**src/rtl/core/arbe_pkg.sv**
```systemverilog
// ----------------------------------------------------------------------------
// arbe_pkg
// Shared constants, register indexes and controller/datapath interface types
// for the averaged report-by-exception block.
// ----------------------------------------------------------------------------
package arbe_pkg;

   // Default number of redundant sensors per round.
   localparam int MAX_SOURCES_DEF = 8;

   // Field widths.
   localparam int READING_W = 32;
   localparam int TIME_W    = 32;
   localparam int DELTA_W   = 31;

   // Configuration port.
   localparam int CSR_IDX_W  = 2;
   localparam int CSR_DATA_W = 32;

   // Register indexes.
   localparam logic [CSR_IDX_W-1:0] REG_MIN_DELTA      = 2'd0;
   localparam logic [CSR_IDX_W-1:0] REG_BEACON_TIMEOUT = 2'd1;
   localparam logic [CSR_IDX_W-1:0] REG_ZERO_FORCES    = 2'd2;

   // Register reset values.
   localparam logic [DELTA_W-1:0] MIN_DELTA_RST = 31'd256;

   // Packed channel widths (whole bytes).
   localparam int REQ_DATA_W = 72;
   localparam int RSP_DATA_W = 72;

   // Commands from the controller to the datapath.
   typedef struct packed {
      logic accept;   // a request is taken this cycle
      logic setup;    // load the divider from the round totals
      logic step;     // one restoring division step
      logic sign;     // apply the sign to the quotient
      logic load;     // decide, update report state, load the response
   } arbe_cmd_type;

   // Status from the datapath to the controller.
   typedef struct packed {
      logic rsp_full; // the response register cannot take a new result
   } arbe_sts_type;

endpackage

```
**src/rtl/core/arbe_ctrl.sv**
```systemverilog
// ----------------------------------------------------------------------------
// arbe_ctrl
// Round sequencer: takes requests, then steps the datapath through the
// division, sign fix and publish decision at the end of each round.
// ----------------------------------------------------------------------------
module arbe_ctrl #(
   parameter int DIV_STEPS = 35
) (
   input  logic                  clock,
   input  logic                  reset,
   input  logic                  req_tvalid,
   input  logic                  req_tlast,
   output logic                  req_tready,
   input  arbe_pkg::arbe_sts_type sts,
   output arbe_pkg::arbe_cmd_type cmd
);
   import arbe_pkg::*;

   localparam int STEP_W = $clog2(DIV_STEPS);

   typedef enum logic [2:0] {
      ST_IDLE,
      ST_SETUP,
      ST_DIVIDE,
      ST_SIGN,
      ST_REPORT
   } state_type;

   state_type         state_ff;
   logic [STEP_W-1:0] step_ff;
   logic              accept;

   // Requests are taken only while no round is being closed.
   assign req_tready = (state_ff == ST_IDLE);
   assign accept     = req_tvalid && req_tready;

   // Command decode.
   assign cmd.accept = accept;
   assign cmd.setup  = (state_ff == ST_SETUP);
   assign cmd.step   = (state_ff == ST_DIVIDE);
   assign cmd.sign   = (state_ff == ST_SIGN);
   assign cmd.load   = (state_ff == ST_REPORT) && !sts.rsp_full;

   // State and step counter.
   always_ff @(posedge clock) begin
      if (reset) begin
         state_ff <= ST_IDLE;
         step_ff  <= '0;
      end else begin
         case (state_ff)
            ST_IDLE: begin
               if (accept && req_tlast) begin
                  state_ff <= ST_SETUP;
               end
            end
            ST_SETUP: begin
               step_ff  <= STEP_W'(DIV_STEPS - 1);
               state_ff <= ST_DIVIDE;
            end
            ST_DIVIDE: begin
               if (step_ff == '0) begin
                  state_ff <= ST_SIGN;
               end else begin
                  step_ff <= step_ff - 1'b1;
               end
            end
            ST_SIGN: begin
               state_ff <= ST_REPORT;
            end
            ST_REPORT: begin
               if (!sts.rsp_full) begin
                  state_ff <= ST_IDLE;
               end
            end
            default: begin
               state_ff <= ST_IDLE;
            end
         endcase
      end
   end

   // A result is never loaded over one that is still waiting.
   a_load_when_free: assert property (@(posedge clock) disable iff (reset)
      cmd.load |-> !sts.rsp_full)
      else $error("response loaded while the response register is full");

   // No request is taken while a round is being closed.
   a_no_accept_busy: assert property (@(posedge clock) disable iff (reset)
      (cmd.setup || cmd.step || cmd.sign) |-> !cmd.accept)
      else $error("request accepted during end-of-round processing");

   // The division always runs its full length before the sign fix.
   a_divide_then_sign: assert property (@(posedge clock) disable iff (reset)
      (cmd.step && step_ff == '0) |=> cmd.sign)
      else $error("sign step did not follow the last division step");

endmodule

```
**src/rtl/core/arbe_datapath.sv**
```systemverilog
// ----------------------------------------------------------------------------
// arbe_datapath
// Round accumulator, bit-serial divider, publish decision, report state,
// configuration registers and the response register.
// ----------------------------------------------------------------------------
module arbe_datapath #(
   parameter int MAX_SOURCES = arbe_pkg::MAX_SOURCES_DEF,
   parameter int SUM_W       = 35
) (
   input  logic                              clock,
   input  logic                              reset,
   input  arbe_pkg::arbe_cmd_type            cmd,
   output arbe_pkg::arbe_sts_type            sts,
   input  logic signed [arbe_pkg::READING_W-1:0] reading,
   input  logic                              reading_valid,
   input  logic [arbe_pkg::TIME_W-1:0]       now_ms,
   input  logic                              link_ready,
   input  logic                              csr_we,
   input  logic [arbe_pkg::CSR_IDX_W-1:0]    csr_index,
   input  logic [arbe_pkg::CSR_DATA_W-1:0]   csr_data,
   input  logic                              rsp_tready,
   output logic                              rsp_tvalid,
   output logic signed [arbe_pkg::READING_W-1:0] rsp_average,
   output logic                              rsp_average_valid,
   output logic                              rsp_publish,
   output logic signed [arbe_pkg::READING_W-1:0] rsp_reported_value,
   output logic                              rsp_reported_valid
);
   import arbe_pkg::*;

   localparam int CNT_W = $clog2(MAX_SOURCES + 1);

   // Configuration registers.
   logic [DELTA_W-1:0]   min_delta_ff;
   logic [TIME_W-1:0]    beacon_timeout_ff;
   logic                 zero_forces_ff;

   // Round totals and the end-of-round request fields.
   logic signed [SUM_W-1:0] sum_ff;
   logic [CNT_W-1:0]        count_ff;
   logic [TIME_W-1:0]       now_ff;
   logic                    link_ff;

   // Divider.
   logic [CNT_W-1:0]        rem_ff;
   logic [SUM_W-1:0]        quo_ff;
   logic                    neg_ff;
   logic [CNT_W:0]          trial;
   logic                    trial_ge;
   logic [CNT_W-1:0]        rem_in;
   logic [SUM_W-1:0]        quo_in;
   logic signed [READING_W-1:0] avg_ff;

   // Report state.
   logic signed [READING_W-1:0] last_rep_ff;
   logic                        last_rep_valid_ff;
   logic [TIME_W-1:0]           last_time_ff;

   // Decision.
   logic signed [READING_W:0] diff;
   logic [READING_W:0]        diff_abs;
   logic [TIME_W-1:0]         elapsed;
   logic                      round_valid;
   logic                      want;
   logic                      pub;

   // Response register.
   logic                        rsp_valid_ff;
   logic signed [READING_W-1:0] rsp_avg_ff;
   logic                        rsp_avg_valid_ff;
   logic                        rsp_pub_ff;
   logic signed [READING_W-1:0] rsp_rep_ff;
   logic                        rsp_rep_valid_ff;

   // Configuration writes; unknown indexes are ignored.
   always_ff @(posedge clock) begin
      if (reset) begin
         min_delta_ff      <= MIN_DELTA_RST;
         beacon_timeout_ff <= '0;
         zero_forces_ff    <= 1'b0;
      end else if (csr_we) begin
         case (csr_index)
            REG_MIN_DELTA:      min_delta_ff      <= csr_data[DELTA_W-1:0];
            REG_BEACON_TIMEOUT: beacon_timeout_ff <= csr_data[TIME_W-1:0];
            REG_ZERO_FORCES:    zero_forces_ff    <= csr_data[0];
            default: begin
            end
         endcase
      end
   end

   // Accumulate valid readings; the count saturates at the number of sources.
   always_ff @(posedge clock) begin
      if (reset) begin
         sum_ff   <= '0;
         count_ff <= '0;
      end else if (cmd.load) begin
         sum_ff   <= '0;
         count_ff <= '0;
      end else if (cmd.accept && reading_valid
                   && (count_ff < CNT_W'(MAX_SOURCES))) begin
         sum_ff   <= sum_ff + SUM_W'(reading);
         count_ff <= count_ff + 1'b1;
      end
   end

   // The time and link state of the closing request.
   always_ff @(posedge clock) begin
      if (cmd.accept) begin
         now_ff  <= now_ms;
         link_ff <= link_ready;
      end
   end

   // Restoring division step on the magnitude of the sum.
   always_comb begin
      trial    = {rem_ff, quo_ff[SUM_W-1]};
      trial_ge = (trial >= {1'b0, count_ff});
      if (trial_ge) begin
         rem_in = CNT_W'(trial - {1'b0, count_ff});
      end else begin
         rem_in = CNT_W'(trial);
      end
      quo_in = {quo_ff[SUM_W-2:0], trial_ge};
   end

   // Divider registers and signed, truncated quotient.
   always_ff @(posedge clock) begin
      if (cmd.setup) begin
         rem_ff <= '0;
         neg_ff <= sum_ff[SUM_W-1];
         if (sum_ff[SUM_W-1]) begin
            quo_ff <= SUM_W'(-sum_ff);
         end else begin
            quo_ff <= SUM_W'(sum_ff);
         end
      end else if (cmd.step) begin
         rem_ff <= rem_in;
         quo_ff <= quo_in;
      end
      if (cmd.sign) begin
         if (neg_ff) begin
            avg_ff <= -$signed(quo_ff[READING_W-1:0]);
         end else begin
            avg_ff <= $signed(quo_ff[READING_W-1:0]);
         end
      end
   end

   // Publish decision.
   always_comb begin
      round_valid = (count_ff != '0);
      diff        = $signed({last_rep_ff[READING_W-1], last_rep_ff})
                  - $signed({avg_ff[READING_W-1], avg_ff});
      diff_abs    = diff[READING_W] ? (READING_W+1)'(-diff) : (READING_W+1)'(diff);
      elapsed     = now_ff - last_time_ff;
      want        = !last_rep_valid_ff
                  || (diff_abs > {2'b00, min_delta_ff})
                  || (zero_forces_ff && (avg_ff == '0) && (last_rep_ff != '0))
                  || ((beacon_timeout_ff != '0) && (elapsed > beacon_timeout_ff));
      pub         = round_valid && want && link_ff;
   end

   // Report state update at the close of a round.
   always_ff @(posedge clock) begin
      if (reset) begin
         last_rep_ff       <= '0;
         last_rep_valid_ff <= 1'b0;
         last_time_ff      <= '0;
      end else if (cmd.load) begin
         if (!round_valid) begin
            last_rep_ff       <= '0;
            last_rep_valid_ff <= 1'b0;
         end else if (pub) begin
            last_rep_ff       <= avg_ff;
            last_rep_valid_ff <= 1'b1;
            last_time_ff      <= now_ff;
         end
      end
   end

   // Response register; a new result may be loaded as the old one leaves.
   always_ff @(posedge clock) begin
      if (reset) begin
         rsp_valid_ff <= 1'b0;
      end else if (cmd.load) begin
         rsp_valid_ff <= 1'b1;
      end else if (rsp_tready) begin
         rsp_valid_ff <= 1'b0;
      end
   end

   always_ff @(posedge clock) begin
      if (cmd.load) begin
         rsp_avg_ff       <= round_valid ? avg_ff : '0;
         rsp_avg_valid_ff <= round_valid;
         rsp_pub_ff       <= pub;
         if (!round_valid) begin
            rsp_rep_ff       <= '0;
            rsp_rep_valid_ff <= 1'b0;
         end else if (pub) begin
            rsp_rep_ff       <= avg_ff;
            rsp_rep_valid_ff <= 1'b1;
         end else begin
            rsp_rep_ff       <= last_rep_ff;
            rsp_rep_valid_ff <= last_rep_valid_ff;
         end
      end
   end

   assign sts.rsp_full        = rsp_valid_ff && !rsp_tready;
   assign rsp_tvalid          = rsp_valid_ff;
   assign rsp_average         = rsp_avg_ff;
   assign rsp_average_valid   = rsp_avg_valid_ff;
   assign rsp_publish         = rsp_pub_ff;
   assign rsp_reported_value  = rsp_rep_ff;
   assign rsp_reported_valid  = rsp_rep_valid_ff;

   // The source count never passes the number of sources.
   a_count_bound: assert property (@(posedge clock) disable iff (reset)
      count_ff <= CNT_W'(MAX_SOURCES))
      else $error("source count exceeded the number of sources");

   // A loaded result is presented in the next cycle.
   a_load_shows: assert property (@(posedge clock) disable iff (reset)
      cmd.load |=> rsp_valid_ff)
      else $error("loaded response not presented");

   // A published result carries its own average as the reported value.
   a_pub_consistent: assert property (@(posedge clock) disable iff (reset)
      (rsp_valid_ff && rsp_pub_ff) |->
         (rsp_rep_valid_ff && rsp_avg_valid_ff && (rsp_rep_ff == rsp_avg_ff)))
      else $error("published result inconsistent with the reported value");

   // An empty round neither publishes nor keeps a report.
   a_empty_round: assert property (@(posedge clock) disable iff (reset)
      (rsp_valid_ff && !rsp_avg_valid_ff) |->
         (!rsp_pub_ff && !rsp_rep_valid_ff && (rsp_rep_ff == '0)))
      else $error("empty round produced a report");

endmodule

```
**src/rtl/core/averaged_report_by_exception_top.sv**
```systemverilog
// ----------------------------------------------------------------------------
// averaged_report_by_exception_top
// Averages one round of redundant sensor readings and decides whether to
// publish the average under a deadband, a drop-to-zero rule and a heartbeat.
// ----------------------------------------------------------------------------
// Each request carries one sensor reading; the request with tlast set closes
// the round and produces exactly one response, other requests produce none.
// A request that does not close a round is taken whenever the block is idle.
// Closing a round runs these steps in order: take the request, set up the
// divider, run the one-bit-per-cycle restoring divider that divides the
// round sum by the valid-reading count, apply the sign, then make the
// publish decision and load the response register, which waits there if
// the response side is stalled. New requests are held off until the round
// has been closed, but the next round may start while its response still
// waits. Configuration writes are always taken and should be made only
// while no round is in progress.
// ----------------------------------------------------------------------------
module averaged_report_by_exception_top #(
   parameter int MAX_SOURCES = arbe_pkg::MAX_SOURCES_DEF
) (
   input  logic                               clock,
   input  logic                               reset,
   // Request channel.
   input  logic                               req_tvalid,
   output logic                               req_tready,
   // tdata: reading[31:0], now_ms[63:32], link_ready[64], zero fill [71:65]
   input  logic [arbe_pkg::REQ_DATA_W-1:0]    req_tdata,
   // tuser: reading_valid[0]
   input  logic                               req_tuser,
   input  logic                               req_tlast,
   // Response channel.
   output logic                               rsp_tvalid,
   input  logic                               rsp_tready,
   // tdata: average[31:0], publish[32], reported_value[64:33],
   //        reported_valid[65], zero fill [71:66]
   output logic [arbe_pkg::RSP_DATA_W-1:0]    rsp_tdata,
   // tuser: average_valid[0]
   output logic                               rsp_tuser,
   // Configuration write channel.
   input  logic                               csr_valid,
   output logic                               csr_ready,
   input  logic [arbe_pkg::CSR_IDX_W-1:0]     csr_index,
   input  logic [arbe_pkg::CSR_DATA_W-1:0]    csr_data
);
   import arbe_pkg::*;

   // Sum width: one reading plus growth for the number of sources.
   localparam int SUM_W = READING_W + $clog2(MAX_SOURCES);

   arbe_cmd_type cmd;
   arbe_sts_type sts;

   logic signed [READING_W-1:0] rsp_average;
   logic                        rsp_average_valid;
   logic                        rsp_publish;
   logic signed [READING_W-1:0] rsp_reported_value;
   logic                        rsp_reported_valid;

   // Configuration writes are always taken.
   assign csr_ready = 1'b1;

   arbe_ctrl #(
      .DIV_STEPS (SUM_W)
   ) u_ctrl (
      .clock      (clock),
      .reset      (reset),
      .req_tvalid (req_tvalid),
      .req_tlast  (req_tlast),
      .req_tready (req_tready),
      .sts        (sts),
      .cmd        (cmd)
   );

   arbe_datapath #(
      .MAX_SOURCES (MAX_SOURCES),
      .SUM_W       (SUM_W)
   ) u_datapath (
      .clock              (clock),
      .reset              (reset),
      .cmd                (cmd),
      .sts                (sts),
      .reading            ($signed(req_tdata[READING_W-1:0])),
      .reading_valid      (req_tuser),
      .now_ms             (req_tdata[READING_W+TIME_W-1:READING_W]),
      .link_ready         (req_tdata[READING_W+TIME_W]),
      .csr_we             (csr_valid && csr_ready),
      .csr_index          (csr_index),
      .csr_data           (csr_data),
      .rsp_tready         (rsp_tready),
      .rsp_tvalid         (rsp_tvalid),
      .rsp_average        (rsp_average),
      .rsp_average_valid  (rsp_average_valid),
      .rsp_publish        (rsp_publish),
      .rsp_reported_value (rsp_reported_value),
      .rsp_reported_valid (rsp_reported_valid)
   );

   // Response packing.
   assign rsp_tdata = {6'd0, rsp_reported_valid, rsp_reported_value,
                       rsp_publish, rsp_average};
   assign rsp_tuser = rsp_average_valid;

endmodule

```
**config.mk**
```make
export PLATFORM = sky130hd
export DESIGN_NAME = averaged_report_by_exception_top
export DESIGN_NICKNAME = d
export VERILOG_FILES = /design/src/rtl/core/arbe_pkg.sv /design/src/rtl/core/arbe_ctrl.sv /design/src/rtl/core/arbe_datapath.sv /design/src/rtl/core/averaged_report_by_exception_top.sv
export SDC_FILE = /design/constraint.sdc
export NUM_CORES = 1
export LEC_CHECK = 0
export BUFFER_PORTS_ARGS = -buffer_cell sky130_fd_sc_hd__buf_2
export CORE_ASPECT_RATIO = 1.1
export CORE_MARGIN = 2
export CORE_UTILIZATION = 30
export CTS_CLUSTER_DIAMETER = 150
export CTS_CLUSTER_SIZE = 14
export DETAILED_ROUTE_END_ITERATION = 8
export SETUP_SLACK_MARGIN = 0.5
export SKIP_LAST_GASP = 1
export SYNTH_ARGS = -nofsm -noshare
export SYNTH_HDL_FRONTEND = slang
export SYNTH_SLANG_ARGS = --single-unit
```
**constraint.sdc**
```tcl
create_clock -name clock -period 17.8 [get_ports clock]
set_clock_uncertainty 0.05 [all_clocks]
set_input_delay 1.78 -clock clock [delete_from_list [all_inputs] [get_ports clock]]
set_output_delay 1.78 -clock clock [all_outputs]
set_load 0.05 [all_outputs]
```
==> results.md <==
* CP Class: reg -> reg
* Internal power at 1380 uW
* Clk buf depth at 3
* H-tree depth at 1
* Synth-to-Final Area Change at 11.5%
* Static leakage at 0.00984 uW
* # IOs at 189
* Largest net degree at the start of global routing at 99
* Vias per Instance at 4.98
* Most frequent cells in the layout: nand2_1 (440), a21oi_1 (209), inv_1 (204), dfxtp_1 (182), buf_2 (174)
* Number of global-route vias before repair at 17000
* Clock Tree Root: clkbuf_16
* Placed Area at 0.0240 mm2
* Num CTS Buffers at 29
* Max-cap viol count at 0
* Post-synth EDFFs at 168
* Final Cycle Share at 41.5%
* CP arrival at 7.65 ns
* Post-route antenna net violation count at 0
* CP Launch Type: register
* Final setup vio count at 0
* Die W at 264 um
* Final Non-Filler Cells at 3616
* Reg-to-reg slack, setup at 10.42 ns
* Post-Syn Area at 0.0222 mm2
* CTS tree: done
* Crit-path slowest cell: nor4_1
* Switching part of the total at 30.2%
* Worst rel slew slack at 20.8%
* Fraction of layout cells with a size suffix above 1 at 10.1%
* Drt drc at 0
* Least-Margin Pin Slew at 1.19 ns
* Input/output buffers at 174
* Critical Path Stages at 25
* Hold_sp: u_datapath.min_delta_ff[1]
* Fin. max-slew vios at 0
* FF-to-FF End: u_datapath.rsp_reported_value[1]
* DRT Wirelength at 59.6 mm
* Depth of the most critical reg-to-reg path at 25
* Critical path's largest stage delay at 0.63 ns
* FF-to-FF Start: u_datapath.now_ff[0]
* Peak supply drop at 0.0609 mV
* Placed wire-length estimate at 45.8 mm
* Clock-pin slew on the worst setup and hold paths at 0.07 ns
* Initial antenna violation count at 2
* CTS sink count at 350
* Diodes inserted at 0
* Setup crit start: u_datapath.now_ff[0]
* Post-CTS Hold Buffers at 0
* Worst min-delay path class: reg -> reg
* Vias at 18000
* RSZ-0062 raised after global routing: false
* Avg Cell Area, Syn at 8.81 um2
* Post-CTS setup buffer count at 0
* Hold Path Depth at 2
* Data required, critical path at 18.08 ns
* Clock power frac at 30.8%
* First-pass GRT wire length at 93.0 mm
* Global placement routability congestion at 0.863
* CP max FO at 34
* Post-Place Cells at 3563
* Design area at 0.0248 mm2
* Grt ovf at 0
* Asr flop ratio synth at 0%
* Tmin final at 7.38 ns
* Commonest non-fill, non-tap cell in the layout: nand2_1
* FF+latch count, synth at 350
* Initial core utilization at 30.4%
* Clk Latency, worst-skew pair at 0.58 ns
* Status: finished clean
* Synth Flop Type: dfxtp_1
* Max Clock Freq at 136 MHz
* Cell family contributing the most delay on the critical path: compound AO/OA/AOI/OAI gates
* Starting DRT DRC Count at 1026
* Logic pwr share at 21.3%
* Average wire per standard cell at 16.5 um
* Die Height at 290 um
* Core area at 0.0733 mm2
* Power per cell area at 79.5 mW/mm2
* Setup TNS at 0 ns
* Pre-antenna DRT Iters at 5
* Hold Crit Endpoint: u_datapath.min_delta_ff[1]
* Buf+Inv Stages, Crit Path at 3
* Layout net count at 2928
* Final hold viol count at 0
* Synth Instances at 2524
* Area of the die at 0.0763 mm2
* Switching power at 595 uW
* Overall power at 1970 uW
* Worst path most repeated cell: a21oi_1
* Sequential area share after synthesis at 39.1%
* Distinct cells, synth at 85
* YS warnings at 0
* Tot GR Track Use at 15.1%
* Count of cells resized by post-cts repair at 0
* # rows at 104
* Reg power frac at 48.0%
* CP endpoint kind: register
==> tightest hold or removal path: cells and delay by family, from the launching register on <==
| kind | cells | cell delay [ns] |
|---|---|---|
| AO/OA/AOI/OAI | 1 | 0.05 |
| flip-flops | 1 | 0.31 |
| AND/OR/NAND/NOR | 1 | 0.05 |
==> per-stage QoR <==
step | utilization, % | hold WS (ns) | setup WS (ns)
after floorplan | - | 0.356 | 11.71
after global placement | 32.7 | 0.392 | 10.45
after detailed placement | 32.7 | 0.397 | 10.45
after CTS | 33.9 | 0.409 | 10.41
after global routing | 33.9 | 0.426 | 9.95
final | 33.9 | 0.404 | 10.42
==> cell type report <==
type / count / area [um2]
fill: 7648 / 48500
tap: 954 / 1190
inverter: 206 / 773
clock inverter: 3 / 26.3
timing repair buffer: 191 / 998
sequential: 350 / 8690
clock buffer: 50 / 805
multi-input combinational: 1862 / 12300
==> worst max-delay path by stage <==
stage                                         to  slack (ns)
2_1_floorplan         u_datapath.last_rep_ff[10]       11.71
3_5_place_dp   u_datapath.rsp_reported_value[21]       10.45
4_1_cts        u_datapath.rsp_reported_value[21]       10.41
5_1_grt         u_datapath.rsp_reported_value[0]        9.95
3_3_place_gp   u_datapath.rsp_reported_value[21]       10.45
6_report        u_datapath.rsp_reported_value[1]       10.42
==> synthesized netlist by cell type (16+ instances only) <==
cell      count  share of area [%]
nand2_1     440                7.4
a21oi_1     209                4.7
inv_1       204                3.4
dfxtp_1     182                 16
ha_1        171                9.6
edfxtp_1    168                 23
o21ai_0     113                2.5
nor2_1      107                1.8
xnor2_1     103                4.1
clkbuf_1     79                1.3
xor2_1       70                2.8
mux2i_1      67                3.0
a21o_1       66                2.2
a32o_1       32                1.4
nand3_1      32               0.72
nand4_1      30               0.84
nor3_1       30               0.68
nor4_1       28               0.79
or3_1        24               0.68
o21a_1       23               0.78
and3_1       21               0.59
o31ai_1      21               0.71
a31oi_1      19               0.53
nor2b_1      18               0.51
or4_1        16               0.54
==> routing by layer <==
layer	part of all wire (%)	global-route usage [%]	vias up
met1	46	19.6	8421
li1	-	-	9177
met4	2.9	4.64	2
met2	48	26.3	340
met5	0.022	0	-
met3	3.7	1.83	77
==> power groups by stage <==
stage	sequential (uW)	clock, uW	combinational [uW]
after floorplan	953	0	319
after global placement	963	0	416
after detailed placement	963	0	422
after CTS	945	631	424
after global routing	952	655	477
final	946	607	420
==> cells by family (layout without fill, tap and decap cells) <==
logic type / after synthesis / in the layout / synth area share [%]
DFF: 350 / 350 / 39.1
muxes: 70 / 70 / 3.17
buffers and inverters: 317 / 450 / 5.80
other: 2 / 7 / 0.0338
xor gates and xnor gates: 176 / 176 / 7.03
and+or+nand+nor: 820 / 820 / 17.1
adders and majority gates: 175 / 175 / 9.98
AOI/OAI and AO/OA: 614 / 614 / 17.9
==> flip-flops by register name, summed over array words and instances, names as in the netlist, 3 cells and up <==
register / cells
u_datapath.quo_ff: 35
u_datapath.sum_ff: 35
u_datapath.avg_ff: 32
u_datapath.beacon_timeout_ff: 32
u_datapath.last_rep_ff: 32
u_datapath.last_time_ff: 32
u_datapath.now_ff: 32
u_datapath.rsp_average: 32
u_datapath.rsp_reported_value: 32
u_datapath.min_delta_ff: 31
u_ctrl.step_ff: 6
u_datapath.count_ff: 4
u_datapath.rem_ff: 4
u_ctrl.state_ff: 3
Power figures use the tool's default switching activity.
